<file path="src/design/assert_macros.svh">
// assertion helpers, clocked on clk and quiet while rst is high
`ifndef ASSERT_MACROS_SVH
`define ASSERT_MACROS_SVH

`ifndef NO_ASSERTIONS
`define ASSERT_ALWAYS(label, expr) \
  label: assert property (@(posedge clk) disable iff (rst) (expr)) \
    else $error("assertion failed");
`define ASSERT_NEXT(label, ante, cons) \
  label: assert property (@(posedge clk) disable iff (rst) (ante) |=> (cons)) \
    else $error("assertion failed");
`else
`define ASSERT_ALWAYS(label, expr)
`define ASSERT_NEXT(label, ante, cons)
`endif

`endif

</file>
<file path="src/design/dpd_pkg.sv">
package dpd_pkg;

  localparam int BUFFER_BYTES = 8192;
  localparam int LEN_W = 13;
  localparam logic [LEN_W-1:0] LIMIT_CAP = LEN_W'(BUFFER_BYTES - 1);

  localparam logic [7:0] CH_START = 8'h24;  // '$'
  localparam logic [7:0] CH_HASH  = 8'h23;  // '#'
  localparam logic [7:0] CH_BREAK = 8'h03;

  localparam logic [1:0] PH_HUNT = 2'd0;
  localparam logic [1:0] PH_DATA = 2'd1;
  localparam logic [1:0] PH_DIG1 = 2'd2;
  localparam logic [1:0] PH_DIG2 = 2'd3;

  localparam logic [1:0] K_PAYLOAD = 2'd0;
  localparam logic [1:0] K_GOOD    = 2'd1;
  localparam logic [1:0] K_BAD     = 2'd2;
  localparam logic [1:0] K_BREAK   = 2'd3;

  typedef struct packed {
    logic [1:0]       kind;
    logic [7:0]       payload_byte;
    logic [LEN_W-1:0] payload_len;
    logic [7:0]       sum_received;
    logic [7:0]       sum_computed;
  } res_t;

  // {valid, nibble}
  function automatic logic [4:0] hex_decode(input logic [7:0] c);
    logic [4:0] r;
    r = 5'd0;
    if (c >= 8'h30 && c <= 8'h39) begin
      r = {1'b1, 4'(c - 8'h30)};
    end else if (c >= 8'h61 && c <= 8'h66) begin
      r = {1'b1, 4'(c - 8'h57)};
    end else if (c >= 8'h41 && c <= 8'h46) begin
      r = {1'b1, 4'(c - 8'h37)};
    end
    return r;
  endfunction

endpackage

</file>
<file path="src/design/dpd_frame_fsm.sv">
module dpd_frame_fsm (
  input  logic                    clk,
  input  logic                    rst,
  input  logic                    step,
  input  logic [7:0]              byte_in,
  input  logic [dpd_pkg::LEN_W-1:0] limit,
  output logic                    res_valid,
  output dpd_pkg::res_t           res
);
  import dpd_pkg::*;

  logic [1:0]       phase, phase_next;
  logic [7:0]       running_sum, running_sum_next;
  logic [LEN_W-1:0] byte_count, byte_count_next;
  logic [3:0]       first_digit, first_digit_next;
  logic             first_digit_valid, first_digit_valid_next;
  logic [LEN_W-1:0] eff_limit;
  logic [4:0]       hex;
  logic [7:0]       rx_sum;

  assign eff_limit = (limit < LIMIT_CAP) ? limit : LIMIT_CAP;
  assign hex = hex_decode(byte_in);

  always_comb begin
    phase_next = phase;
    running_sum_next = running_sum;
    byte_count_next = byte_count;
    first_digit_next = first_digit;
    first_digit_valid_next = first_digit_valid;
    res_valid = 1'b0;
    res = '0;
    rx_sum = 8'd0;
    unique case (phase)
      PH_HUNT: begin
        if (byte_in == CH_START) begin
          phase_next = PH_DATA;
          running_sum_next = 8'd0;
          byte_count_next = '0;
        end else if (byte_in == CH_BREAK) begin
          res_valid = 1'b1;
          res.kind = K_BREAK;
        end
      end
      PH_DATA: begin
        if (byte_count >= eff_limit) begin
          // length cutoff: this byte is already the first digit
          first_digit_next = hex[4] ? hex[3:0] : 4'd0;
          first_digit_valid_next = hex[4];
          phase_next = PH_DIG2;
        end else if (byte_in == CH_HASH) begin
          phase_next = PH_DIG1;
        end else begin
          running_sum_next = running_sum + byte_in;
          byte_count_next = byte_count + LEN_W'(1);
          res_valid = 1'b1;
          res.kind = K_PAYLOAD;
          res.payload_byte = byte_in;
        end
      end
      PH_DIG1: begin
        first_digit_next = hex[4] ? hex[3:0] : 4'd0;
        first_digit_valid_next = hex[4];
        phase_next = PH_DIG2;
      end
      PH_DIG2: begin
        if (first_digit_valid) begin
          rx_sum = hex[4] ? {first_digit, hex[3:0]} : {4'd0, first_digit};
        end
        res_valid = 1'b1;
        res.kind = (rx_sum == running_sum) ? K_GOOD : K_BAD;
        res.payload_len = byte_count;
        res.sum_received = rx_sum;
        res.sum_computed = running_sum;
        phase_next = PH_HUNT;
        running_sum_next = 8'd0;
        byte_count_next = '0;
        first_digit_next = 4'd0;
        first_digit_valid_next = 1'b0;
      end
      default: begin
        phase_next = PH_HUNT;
      end
    endcase
  end

  always_ff @(posedge clk) begin
    if (rst) begin
      phase <= PH_HUNT;
      running_sum <= 8'd0;
      byte_count <= '0;
      first_digit <= 4'd0;
      first_digit_valid <= 1'b0;
    end else if (step) begin
      phase <= phase_next;
      running_sum <= running_sum_next;
      byte_count <= byte_count_next;
      first_digit <= first_digit_next;
      first_digit_valid <= first_digit_valid_next;
    end
  end

endmodule

</file>
<file path="src/design/dpd_out_reg.sv">
module dpd_out_reg (
  input  logic          clk,
  input  logic          rst,
  input  logic          load,
  input  dpd_pkg::res_t res,
  input  logic          out_stall,
  output logic          out_free,
  output logic          out_valid,
  output dpd_pkg::res_t out_res
);
  import dpd_pkg::*;

  assign out_free = !out_valid || !out_stall;

  always_ff @(posedge clk) begin
    if (rst) begin
      out_valid <= 1'b0;
    end else if (out_free) begin
      out_valid <= load;
    end
  end

  always_ff @(posedge clk) begin
    if (out_free && load) begin
      out_res <= res;
    end
  end

endmodule

</file>
<file path="src/design/debug_packet_deframer.sv">
// channel   direction  handshake               payload
// in        in         in_valid / in_stall     rx_byte
// out       out        out_valid / out_stall   kind, payload_byte, payload_len,
//                                              sum_received, sum_computed
// cfg       in         cfg_valid / cfg_ready   cfg_data (max_payload_len)
//
// one byte per cycle while out_stall is low; a taken byte is loaded into the input
// register, then the frame state steps on it and loads any result into the
// result register, once the result register is free to move
// rst is synchronous: frame state back to hunting, limit back to 8191
// out_stall holds the result register; the input register still takes a byte
// while it is empty, so in_stall rises only when both stages are occupied
module debug_packet_deframer (
  input  logic                      clk,
  input  logic                      rst,
  input  logic                      in_valid,
  output logic                      in_stall,
  input  logic [7:0]                rx_byte,
  output logic                      out_valid,
  input  logic                      out_stall,
  output logic [1:0]                kind,
  output logic [7:0]                payload_byte,
  output logic [dpd_pkg::LEN_W-1:0] payload_len,
  output logic [7:0]                sum_received,
  output logic [7:0]                sum_computed,
  input  logic                      cfg_valid,
  output logic                      cfg_ready,
  input  logic [dpd_pkg::LEN_W-1:0] cfg_data
);
  import dpd_pkg::*;

  `include "assert_macros.svh"

  logic             s1_valid;
  logic [7:0]       s1_byte;
  logic [LEN_W-1:0] max_payload_len;
  logic             out_free;
  logic             step;
  logic             res_valid;
  res_t             res;
  res_t             out_res;

  // config register, always writable
  assign cfg_ready = 1'b1;

  always_ff @(posedge clk) begin
    if (rst) begin
      max_payload_len <= LEN_W'(8191);
    end else if (cfg_valid && cfg_ready) begin
      max_payload_len <= cfg_data;
    end
  end

  // input register: stalls only when full and the result side cannot move
  assign in_stall = s1_valid && !out_free;
  assign step = s1_valid && out_free;

  always_ff @(posedge clk) begin
    if (rst) begin
      s1_valid <= 1'b0;
    end else if (!in_stall) begin
      s1_valid <= in_valid;
    end
  end

  always_ff @(posedge clk) begin
    if (!in_stall && in_valid) begin
      s1_byte <= rx_byte;
    end
  end

  // frame state machine, one step per registered byte
  dpd_frame_fsm u_fsm (
    .clk       (clk),
    .rst       (rst),
    .step      (step),
    .byte_in   (s1_byte),
    .limit     (max_payload_len),
    .res_valid (res_valid),
    .res       (res)
  );

  // result register; bytes that give no result simply leave it empty
  dpd_out_reg u_out (
    .clk       (clk),
    .rst       (rst),
    .load      (step && res_valid),
    .res       (res),
    .out_stall (out_stall),
    .out_free  (out_free),
    .out_valid (out_valid),
    .out_res   (out_res)
  );

  assign kind         = out_res.kind;
  assign payload_byte = out_res.payload_byte;
  assign payload_len  = out_res.payload_len;
  assign sum_received = out_res.sum_received;
  assign sum_computed = out_res.sum_computed;

  // a taken byte always lands in the input register
  `ASSERT_NEXT(a_take_lands, in_valid && !in_stall, s1_valid)
  // good verdict only when the two sums agree
  `ASSERT_ALWAYS(a_good_sums, !(out_valid && kind == K_GOOD) || sum_received == sum_computed)
  // bad verdict only when they differ
  `ASSERT_ALWAYS(a_bad_sums, !(out_valid && kind == K_BAD) || sum_received != sum_computed)
  // payload byte field is zero outside payload transactions
  `ASSERT_ALWAYS(a_byte_zero, !(out_valid && kind != K_PAYLOAD) || payload_byte == 8'd0)

endmodule

</file>
<file path="config.mk">
export PLATFORM = sky130hd
export DESIGN_NAME = debug_packet_deframer
export DESIGN_NICKNAME = d
export VERILOG_FILES = /design/src/design/dpd_pkg.sv /design/src/design/dpd_frame_fsm.sv /design/src/design/dpd_out_reg.sv /design/src/design/debug_packet_deframer.sv
export VERILOG_INCLUDE_DIRS = /design/src /design/src/design
export SDC_FILE = /design/constraint.sdc
export NUM_CORES = 1
export LEC_CHECK = 0
export ABC_AREA = 1
export BUFFER_PORTS_ARGS = -buffer_cell sky130_fd_sc_hd__buf_4
export CAP_MARGIN = 30
export CORE_ASPECT_RATIO = 1.5
export CORE_MARGIN = 8
export CORE_UTILIZATION = 35
export DETAILED_ROUTE_END_ITERATION = 10
export GPL_TIMING_DRIVEN = 1
export PLACE_DENSITY_LB_ADDON = 0.15
export SLEW_MARGIN = 30
export SYNTH_ARGS = -nofsm -noshare
export SYNTH_HDL_FRONTEND = slang
export SYNTH_HIERARCHICAL = 1
export SYNTH_SLANG_ARGS = --single-unit
</file>
<file path="constraint.sdc">
create_clock -name clk -period 4.95 [get_ports clk]
set_input_delay 0.2475 -clock clk [delete_from_list [all_inputs] [get_ports clk]]
set_output_delay 0.2475 -clock clk [all_outputs]
set_load 0.1 [all_outputs]
</file>
# Word level (Yosys, flattened, before mapping)
# Cells that the tools add are included.
word_totals:
  out_inout_bits: 42
  word_cells: 95
  register_bits: 90
  inputBits: 26
op_classes:
  muxes: 35
  n_lt_le_gt_ge: 8
  n_eq_ne: 12
  add_sub_neg: 5
  bitwise_logic: 1
  n_reduce_logical: 20
op_table:
  columns: ["operator", "n"]
  rows:
  - ["8-bit 2-to-1 mux", 7]
  - ["13-bit 2-to-1 mux", 4]
  - ["13-bit one-hot mux with 3 select lines", 1]
  - ["8-bit one-hot mux with 3 select lines", 1]
  - ["8-bit by 6-bit == test with 1-bit output (second input constant)", 2]
  - ["8-bit by 7-bit >= comparator with 1-bit output (second input constant)", 2]
  - ["8-bit by 7-bit <= comparator with 1-bit output (second input constant)", 2]
  - ["5-bit 2-to-1 mux", 3]
  - ["13-bit by 1-bit adder with 13-bit output (second input constant)", 1]
  - ["13-bit >= comparator", 1]
  - ["13-bit less-than comparator (second input constant)", 1]
  - ["2-bit 2-to-1 mux", 6]
  - ["4-bit one-hot mux with 3 select lines", 1]
  - ["10-bit 2-to-1 mux", 1]
  - ["8-bit adder", 1]
  - ["8-bit by 2-bit == test with 1-bit output (second input constant)", 1]
  - ["8-bit == test", 1]
  - ["8-bit by 6-bit >= comparator with 1-bit output (second input constant)", 1]
  - ["8-bit by 6-bit <= comparator with 1-bit output (second input constant)", 1]
  - ["1-bit logical AND", 8]
  - ["4-bit 2-to-1 mux", 2]
  - ["2-bit one-hot mux with 4 select lines", 1]
  - ["4-bit by 3-bit subtractor with 4-bit output (second input constant)", 2]
  - ["1-bit one-hot mux with 3 select lines", 2]
  - ["other kinds (16)", 28]

# Depth between registers and ports, before layout
# Gate-level depths: netlist of run 1.
depth:
  ltp_word: 11
  ltp_mapped: 15
  depth_no_buf: 15

# Hierarchy
# The synthesis of run 1 kept the hierarchy.
by_module_without_submodules:
  columns: ["module", "instances", "cells_per_inst", "area_each_um2"]
  rows:
  - ["dpd_frame_fsm", 1, 477, 2892.8]
  - ["dpd_out_reg", 1, 44, 1214.9]
  - ["debug_packet_deframer", 1, 78, 764.5]

# Worst setup path before layout of run 1
# OpenSTA, ideal clock, no wires.
synth_timing:
  path_type: "register -> register"
  start: "register u_fsm.byte_count[6]"
  end: "register, netlist name u_out/out_res[0]"
  required_time_ns: 4.502
  period_less_slack_ns: 4.089
  arrival_time_ns: 3.641
  path_stages_with_launch: 13
  setup_time_ns: 0.448
  setup_slack_ns: 0.861
  cell_sequence: "dfxtp_1 -> ha_1 -> a21oi_1 -> o21ai_0 -> a21oi_1 -> nand3_1 -> nor2_1 -> nand2_1 -> a31oi_1 -> inv_1 -> nor2_1 -> inv_1 -> a21oi_1"
synth_via:
  elab_chain_cells: 5
synth_lines:
  columns: ["element", "line", "source"]
  rows:
  - ["from (decl)", "dpd_frame_fsm.sv:14", "logic [LEN_W-1:0] byte_count, byte_count_next;"]
  - ["from (signal assigned)", "dpd_frame_fsm.sv:96", "byte_count <= byte_count_next;"]
  - ["13-bit >= comparator", "dpd_frame_fsm.sv:45", "if (byte_count >= eff_limit) begin"]
  - ["1-bit 2-to-1 mux", "dpd_frame_fsm.sv:45", null]
  - ["1-bit one-hot mux with 3 select lines", "dpd_frame_fsm.sv:33", "unique case (phase)"]
  - ["net res_valid", "debug_packet_deframer.sv:39", "logic res_valid;"]
  - ["1-bit logical AND", "debug_packet_deframer.sv:87", ".load (step && res_valid),"]
  - ["1-bit logical AND", "dpd_out_reg.sv:24", "if (out_free && load) begin"]
# The timed path passes the listed nets, and every way through them passes these cells.
# A chain may end at the register's enable or synchronous reset.

# Worst setup path after layout of run 1
layout_timing:
  start: "register u_fsm.byte_count[6]"
  end: "register, netlist name u_out/out_res[19]"
layout_via:
  elab_chain_cells: 5
layout_lines:
  columns: ["element", "line"]
  rows:
  - ["13-bit >= comparator", "dpd_frame_fsm.sv:45"]
  - ["1-bit 2-to-1 mux", "dpd_frame_fsm.sv:45"]
  - ["1-bit one-hot mux with 3 select lines", "dpd_frame_fsm.sv:33"]
  - ["net res_valid", "debug_packet_deframer.sv:39"]
  - ["1-bit logical AND", "debug_packet_deframer.sv:87"]
  - ["1-bit logical AND", "dpd_out_reg.sv:24"]
# The timed path passes the listed nets, and every way through them passes these cells.

==> results of run 1 <==
logic make-up (layout without fill, tap and decap cells):
kind of cell	Yosys count	in the layout	synth area share
and+or+nand+nor	299	299	0.276
buffers and inverters	107	171	0.0896
DFF	90	90	0.466
AOI/OAI and AO/OA	59	59	0.0647
adders and majority gates	31	31	0.0812
xor gates and xnor gates	12	12	0.0216
other	1	1	0.000770
stage by stage:
stage	util	total power, mW	instance area, um2
global route	0.421	1.71	5810
global placement	0.398	0.924	5490
detailed placement	0.398	0.926	5490
floorplan	-	0.889	4870
CTS	0.421	1.67	5810
finish	0.421	1.65	5810
layout make-up:
| class | instances | area [um2] | area share |
|---|---|---|---|
| clock inverters | 6 | 90.1 | 0.0155 |
| multi-input cells | 402 | 2170 | 0.374 |
| inverters | 87 | 327 | 0.0562 |
| repair buffers | 68 | 510 | 0.0879 |
| flip-flops and latches | 90 | 2270 | 0.391 |
| clock buffers | 10 | 229 | 0.0394 |
| well taps | 165 | 206 | 0.0355 |
worst max-delay path, cell delays in order (launching register included):
cell and delay (ns):
dfxtp_1 0.46, ha_1 0.30, a21oi_1 0.14, o21ai_0 0.10
a21oi_1 0.22, nand3_1 0.16, nor2_1 0.14, nand2_1 0.14
a31oi_1 0.16, inv_1 0.06, nor2_1 0.09, inv_1 0.09
a21oi_4 0.10, buf_4 0.42
cell usage in the layout (no fill, tap or decap), types with 4 or more instances in the layout:
cell type / n
nand2_2: 5
buf_4: 68
clkbuf_16: 9
nand2_1: 155
edfxtp_1: 47
a21oi_1: 42
nor2_1: 55
xor2_1: 9
ha_1: 30
dfxtp_1: 43
nand3_2: 4
inv_1: 81
o21ai_0: 9
nand3_1: 44
nand4_1: 16
inv_2: 6
flip-flops by register name, summed over array words and instances, names as in the netlist:
register / cells
s1_valid: 1
u_out/out_res: 39
max_payload_len: 13
s1_byte: 8
u_fsm/first_digit_valid: 1
u_fsm/phase: 2
u_fsm/running_sum: 8
u_fsm/byte_count: 13
u_fsm/first_digit: 4
u_out/out_valid: 1
where the power goes:
group	leakage (nW)	switching, mW	internal, mW	total [mW]
combinational	1.74	0.0627	0.0374	0.100
clock	0.155	0.294	0.445	0.739
sequential	0.835	0.0152	0.793	0.808
how the worst max path moves through the flow:
stage	to	slack, ns	start
after global placement	u_out/out_res[24]$_DFFE_PP_	2.09	u_fsm/byte_count[6]$_SDFFE_PP0P_
after detailed placement	u_out/out_res[27]$_DFFE_PP_	1.97	u_fsm/byte_count[6]$_SDFFE_PP0P_
after global routing	u_out/out_res[23]$_DFFE_PP_	1.66	u_fsm/byte_count[2]$_SDFFE_PP0P_
after floorplan	u_out/out_res[0]$_DFFE_PP_	0.86	u_fsm/byte_count[6]$_SDFFE_PP0P_
final	u_out/out_res[19]$_DFFE_PP_	1.97	u_fsm/byte_count[6]$_SDFFE_PP0P_
after CTS	u_out/out_res[0]$_DFFE_PP_	1.96	u_fsm/byte_count[6]$_SDFFE_PP0P_
per-layer routing:
layer | wire length [um] | share of wire | up-vias | track usage
met5 | 0 | 0 | - | 0
met4 | 408 | 0.033 | 0 | 0.0727
met3 | 406 | 0.033 | 25 | 0.0271
met2 | 6840 | 0.56 | 79 | 0.275
met1 | 4570 | 0.37 | 1857 | 0.132
li1 | - | - | 2055 | -
==> flow_summary.toml, run 1 <==
[run_status]
status = "finished clean"

[setup_path]
critPathKind = "flip-flop to flip-flop"
rrSetupSlack_ns = 1.97
cp.required_ns = 4.93
arrival_ns = 2.96
r2r_end = "u_out/out_res[19]$_DFFE_PP_"
ff2ff_path_depth = 13
critPathMaxFanout = 39
endpoint_kind = "flip-flop"
critPathLaunchType = "flip-flop"
r2r_start = "u_fsm/byte_count[6]$_SDFFE_PP0P_"

[logic_synthesis]
synth_top_area_share = 0.290
synthesis.area_um2 = 4870
synth-edff-count = 47
synthesis.nets = 656
ys_types = 38
synth_area_leaders = "edfxtp_1 (29%), dfxtp_1 (18%), nand2_1 (12%), ha_1 (7.7%), inv_1 (6.2%)"
synthTopCellsByCount = "nand2_1 (155), inv_1 (81), nor2_1 (55)"
ys_async_sr_fraction = 0
yosys.area.top_type = "edfxtp_1"
synth_seq_cells = 90
synthCells = 599
ys_seq_area_frac = 0.466
yosys_warnings = 6
synthFlopType = "edfxtp_1"
avgSynthCellArea_um2 = 8.13
post-synth-top-count-cell = "nand2_1"

[floorplanning]
dieHeight_um = 161
io_pins = 68
die_w_um = 112
rows = 53
fp.dieArea_um2 = 18000
start_util = 0.353
core-area_um2 = 13800

[grt]
grt_pass1_vias = 4140
grt_pass1_wl_mm = 20.0
grt_start_max_net_pins = 40
antenna_found_initial = 0
grtUsageTotal = 0.140
gr-total-overflow = 0

[cts]
htree_levels = 3
holdBufCountCts = 0
root_buffer = "clkbuf_16"
cts.clk_slew.worst_paths_ns = 0.07
cts_tree = "built"
post_cts_buffers = 0
clock_tree.buffer_depth = 2
numCtsBuffers = 9
cts_sinks = 90
clk_latency_ns = 0.34
cts_resized = 0

[sta]
skew_ns = 0.00904
final_hold_viol_count = 0
maxSlewHeadroom = 0.599
setup_slack_ns = 1.97
period_share = 0.603
tns_ns = 0
fmax_ghz = 0.335
rsz0062_at_grt = "false"
slew_violations = 0
tightestPinTransition_ns = 0.594
holdWs_ns = 0.0794
setup_viol = 0
post-route-min-period_ns = 2.98

[detailed_routing]
totalWireLength_mm = 12.2
vias_per_cell = 4.85
drc = 0
vias = 4016
ant_nets = 0
wl_per_cell_um = 14.8
first_iter_violations = 196
first_pass_iters = 6

[hold_path]
hp-class = "primary input to flip-flop"
min_path_cells = 1
hold_end = "s1_byte[3]$_DFFE_PP_"
hp-start = "rx_byte[3]"

[run]
drv_cap = 0

[pwr]
leakagePower_nw = 2.73
ir_drop_v = 0.000190
pwr_density_cell_nw_per_um2 = 284

[cells_and_area]
fin_cells = 828
antenna_cells = 0
fillers = 1400
syn2layout_area_growth_pct = 19.2
drive_gt1_frac = 0.167
layout.nets = 715

[place]
dp.final_hpwl_mm = 9.38
io_buffers = 66
place_ws_ns = 1.97
gp_routability_congestion = 0.891
post-place-cells = 812
Power figures use the tool's default switching activity.
==> inputs of run 2 (changes only) <==
ABC_AREA = 0   (was 1)
clock period = 3 ns   (was 4.95 ns; I/O delays follow)
==> flow_summary.toml, run 2 <==
[pwr]
pwr_density_cell_nw_per_um2 = 460
leakagePower_nw = 2.52
ir_drop_v = 0.000238
p_total_mw = 2.77

[floorplanning]
fp.dieArea_um2 = 17700
dieHeight_um = 159
io_pins = 68
start_util = 0.355
rows = 52
die_w_um = 111
core-area_um2 = 13400

[setup_path]
arrival_ns = 2.97
rrSetupSlack_ns = 0.19
cp.required_ns = 3.16
cpPeakStageDelay_ns = 0.57
crit_slowest_cell = "or4b_4"
critical_path.top_delay_family = "simple AND/OR/NAND/NOR gates"
crit_chain = "or4b_4, or3_4, a211oi_1, o22ai_1, nor4_2, nand3_1, a21oi_1"
critPathLaunchType = "flip-flop"
path_buf_inv = 0
critPathKind = "flip-flop to flip-flop"
endpoint_kind = "flip-flop"
critPathMaxFanout = 7

[cells_and_area]
drive_gt1_frac = 0.224
layout_common_cells = "buf_4 (88), edfxtp_1 (47), dfxtp_1 (42), ha_1 (30), nor2_1 (29)"
largestRegisters = "u_out/out_res: 39 flops, max_payload_len: 13 flops, u_fsm/byte_count: 13 flops"
top_register = "u_out/out_res"
layout.nets = 614
final_util = 0.449
syn2layout_area_growth_pct = 26.3
antenna_cells = 0
largest_reg_flops = 39
fillers = 1306
final_common_cell = "buf_4"
fin_cells = 724

[logic_synthesis]
synthFlopType = "edfxtp_1"
avgSynthCellArea_um2 = 10.3
yosys_warnings = 6
post-synth-top-count-cell = "edfxtp_1"
ys_types = 63
yosys.area.top_type = "edfxtp_1"
synth_seq_cells = 90
synthTopCellsByCount = "edfxtp_1 (47), dfxtp_1 (43), ha_1 (30)"
ys_seq_area_frac = 0.477
synthesis.nets = 521
synthCells = 464
ys_async_sr_fraction = 0
synthesis.area_um2 = 4760
synth_top_area_share = 0.296
synth_area_leaders = "edfxtp_1 (30%), dfxtp_1 (18%), ha_1 (7.9%), a21oi_1 (2.9%), and2_1 (2.8%)"
synth-edff-count = 47

[sta]
period_share = 0.936
fmax_ghz = 0.356
skew_ns = 0.00610
tns_ns = 0
final_hold_viol_count = 0
slew_violations = 0
rsz0062_at_grt = "false"
setup_viol = 0
post-route-min-period_ns = 2.81
maxSlewHeadroom = 0.573
tightestPinTransition_ns = 0.639

[detailed_routing]
vias = 3797
totalWireLength_mm = 12.0
first_pass_iters = 4
first_iter_violations = 182
drc = 0
vias_per_cell = 5.24
ant_nets = 0
wl_per_cell_um = 16.6

[cts]
cts_tree = "built"
htree_levels = 3
cts_sinks = 90
numCtsBuffers = 9
clk_latency_ns = 0.34
clock_tree.buffer_depth = 2
cts.clk_slew.worst_paths_ns = 0.07
root_buffer = "clkbuf_16"

[grt]
gr-total-overflow = 0
antenna_found_initial = 0
grt_pass1_wl_mm = 19.5
grt_pass1_vias = 3829
grtUsageTotal = 0.136
grt_start_max_net_pins = 40

[place]
dp.final_hpwl_mm = 8.96
post-place-cells = 695
gp_routability_congestion = 0.888
io_buffers = 66

[hold_path]
hp-class = "primary input to flip-flop"

[run_status]
status = "finished clean"

[run]
drv_cap = 0
[run 2: cell count changes after synthesis, moves of 8 or more]
cell / before / now
inv_1: 81 / 28
or3_1: 0 / 8
and2_1: 1 / 21
nand4_1: 16 / 3
nor2_1: 55 / 29
nand2_1: 155 / 18
nand2b_1: 0 / 8
a21oi_1: 43 / 28
and3_1: 0 / 16
a211o_1: 0 / 10
a21o_1: 0 / 9
nand3_1: 44 / 12
nor2b_1: 0 / 15
[run 2: area by class of cell]
class | instances | area, um2 | area share
clock inverters | 5 | 83.8 | 0.0139
inverters | 29 | 109 | 0.0181
repair buffers | 101 | 801 | 0.133
flip-flops and latches | 90 | 2270 | 0.378
well taps | 162 | 203 | 0.0337
clock buffers | 11 | 243 | 0.0403
multi-input cells | 326 | 2310 | 0.383
[run 2: layer usage]
layer  global-route usage  part of all wire  vias up
li1                     -                 -     1901
met1                0.153              0.43     1789
met2                0.233              0.50       81
met3               0.0358             0.036       26
met4               0.0639             0.033        0
met5                    0                 0        -
[run 2: through the flow]
| step | hold slack [ns] | instance area [um2] | worst slack [ns] |
|---|---|---|---|
| 2_1_floorplan | 0.222 | 4770 | 0.0434 |
| 3_3_place_gp | 0.330 | 5550 | 0.0263 |
| 3_5_place_dp | 0.331 | 5550 | 0.00211 |
| 4_1_cts | 0.000396 | 5980 | 0.0433 |
| 5_1_grt | 0.000644 | 6020 | 0.00415 |
| 6_report | 0.0132 | 6020 | 0.191 |
[run 2: timing repair]
action,CTS,global route
resized for setup,0,5
endpoints found under the hold margin,10,2
pin swaps,0,0
hold buffers,10,2
endpoints found under the setup margin,1,5
buffers inserted,1,0
gates cloned,0,0
[run 2: path summary, 6_finish.rpt]
check	from	end	cells past startpoint
min	cfg_data[3]	max_payload_len[3]$_SDFFE_PP1P_	2
max reg2reg	s1_byte[4]$_DFFE_PP_	u_out/out_res[37]$_DFFE_PP_	7
min reg2reg	u_fsm/phase[0]$_SDFFE_PP0P_	u_fsm/phase[0]$_SDFFE_PP0P_	2
max	s1_byte[4]$_DFFE_PP_	u_out/out_res[37]$_DFFE_PP_	7
[run 2: where the power goes]
| part | internal [mW] | total (mW) | switching [mW] | leakage (nW) |
|---|---|---|---|---|
| Combinational | 0.0990 | 0.207 | 0.108 | 1.55 |
| Sequential | 1.31 | 1.32 | 0.0143 | 0.811 |
| Clock | 0.760 | 1.24 | 0.479 | 0.163 |
| Total | 2.17 | 2.77 | 0.601 | 2.52 |
[run 2: kinds of logic after synthesis]
group                      Yosys count  synth area share
AOI/OAI and AO/OA                  112             0.163
adders and majority gates           31            0.0830
other                                1          0.000787
buffers and inverters               48            0.0436
DFF                                 90             0.477
xor gates and xnor gates             8            0.0147
muxes                                9            0.0194
and+or+nand+nor                    165             0.199
==> inputs of run 3 (changes only) <==
CELL_PAD_IN_SITES_DETAIL_PLACEMENT = 1   (was not set)
CELL_PAD_IN_SITES_GLOBAL_PLACEMENT = 1   (was not set)
CORE_UTILIZATION = 45   (was 35)
==> flow_summary.toml, run 3 (synthesized netlist as in run 2, its figures left out) <==
[place]
placed_cell_area_um2 = 5610
io_buffers = 66
dp.final_hpwl_mm = 11.2
post-place-cells = 688
gp_routability_congestion = 0.876

[setup_path]
critPathLaunchType = "flip-flop"
path_buf_inv = 3
crit_top_cell = "buf_4"
cp.required_ns = 3.27
r2r_start = "s1_byte[1]$_DFFE_PP_"
crit_chain = "inv_1, ha_1, nand4b_1, o41ai_2, nand3b_1, a2111oi_1, buf_4, o21ai_1, buf_4, or4_1, a21oi_1"
critPathMaxFanout = 12
ff2ff_path_depth = 11
critical_path.top_delay_family = "compound AO/OA/AOI/OAI gates"
setup.worst_path.start = "s1_byte[1]$_DFFE_PP_"
arrival_ns = 3.12
r2r_end = "u_fsm/byte_count[11]$_SDFFE_PP0P_"
rrSetupSlack_ns = 0.15
cpPeakStageDelay_ns = 0.51
critPathKind = "flip-flop to flip-flop"
crit_slowest_cell = "or4_1"
endpoint_kind = "flip-flop"

[cells_and_area]
largest_reg_flops = 39
antenna_cells = 0
top_register = "u_out/out_res"
final_common_cell = "buf_4"
syn2layout_area_growth_pct = 26.2
fin_area_um2 = 6010
largestRegisters = "u_out/out_res: 39 flops, max_payload_len: 13 flops, u_fsm/byte_count: 13 flops"
fin_cells = 712
layout_common_cells = "buf_4 (98), edfxtp_1 (47), dfxtp_1 (42), ha_1 (30), nor2_1 (29)"
drive_gt1_frac = 0.239
layout.nets = 620
final_util = 0.574

[cts]
root_buffer = "clkbuf_16"
cts_sinks = 90
cts_tree = "built"
post_cts_buffers = 0
clk_latency_ns = 0.34
clock_tree.buffer_depth = 2
numCtsBuffers = 9
cts.clk_slew.worst_paths_ns = 0.06
htree_levels = 3

[floorplanning]
fp.dieArea_um2 = 14200
die_w_um = 100
dieHeight_um = 142
start_util = 0.455
io_pins = 68
rows = 46
core-area_um2 = 10500

[sta]
fmax_ghz = 0.350
skew_ns = 0.00500
post-route-min-period_ns = 2.85
setup_viol = 0
tightestPinTransition_ns = 0.717
rsz0062_at_grt = "true"
slew_violations = 0
tns_ns = 0
final_hold_viol_count = 0
maxSlewHeadroom = 0.521
period_share = 0.951

[grt]
gr-total-overflow = 0
grt_pass1_wl_mm = 23.1
grt_pass1_vias = 4418
antenna_found_initial = 0
grtUsageTotal = 0.213
grt_start_max_net_pins = 38

[detailed_routing]
first_pass_iters = 4
wl_per_cell_um = 20.8
vias_per_cell = 5.73
drc = 0
vias = 4082
ant_nets = 0
first_iter_violations = 124
totalWireLength_mm = 14.8

[hold_path]
hp-start = "cfg_data[8]"
hold_end = "max_payload_len[8]$_SDFFE_PP1P_"
min_path_cells = 2
hp-class = "primary input to flip-flop"

[pwr]
ir_drop_v = 0.000423
leakagePower_nw = 2.54
pwr_density_cell_nw_per_um2 = 449
p_total_mw = 2.70

[run]
drv_cap = 0

[run_status]
status = "finished clean"
-- run 3: worst max path at each step --
stage                                             end  slack (ns)  cells after the start
detailed placement   u_fsm/byte_count[9]$_SDFFE_PP0P_        0.02                     11
floorplan                  u_out/out_res[0]$_DFFE_PP_        0.04                     12
finish              u_fsm/byte_count[11]$_SDFFE_PP0P_        0.15                     11
global placement    u_fsm/byte_count[11]$_SDFFE_PP0P_        0.24                     11
global route         u_fsm/byte_count[9]$_SDFFE_PP0P_       -0.05                     11
CTS                  u_fsm/byte_count[9]$_SDFFE_PP0P_        0.14                     11
-- run 3: area by class of cell --
type,instances,area (um2)
clock buffers,11,243
clock inverters,5,62.6
fillers,1190,4460
inverters,29,109
multi-input cells,326,2310
flip-flops and latches,90,2270
well taps,144,180
repair buffers,107,836
-- run 3: where the power goes --
| group | switching, mW | internal (mW) |
|---|---|---|
| Combinational | 0.121 | 0.0988 |
| Clock | 0.480 | 0.673 |
| Sequential | 0.0191 | 1.31 |
-- run 3: routing by layer --
| layer | up-vias | wire length, um | track usage |
|---|---|---|---|
| met4 | 0 | 694 | 0.130 |
| met3 | 40 | 434 | 0.0421 |
| met5 | - | 0 | 0 |
| li1 | 1915 | - | - |
| met2 | 88 | 8610 | 0.429 |
| met1 | 2039 | 5110 | 0.182 |
-- run 3: what timing repair did --
item | 4_1_cts | 5_1_grt
endpoints found under the hold margin | 8 | 0
gates resized for setup | 1 | 4
setup endpoints to repair | 2 | 38
hold buffers | 8 | 0
-- run 3: stage by stage --
step / hold WS [ns] / setup slack [ns]
floorplan: 0.222 / 0.0434
global placement: 0.330 / 0.237
detailed placement: 0.330 / 0.0179
CTS: 0.00519 / 0.144
global route: 0.00671 / -0.0516
finish: 0.0166 / 0.147
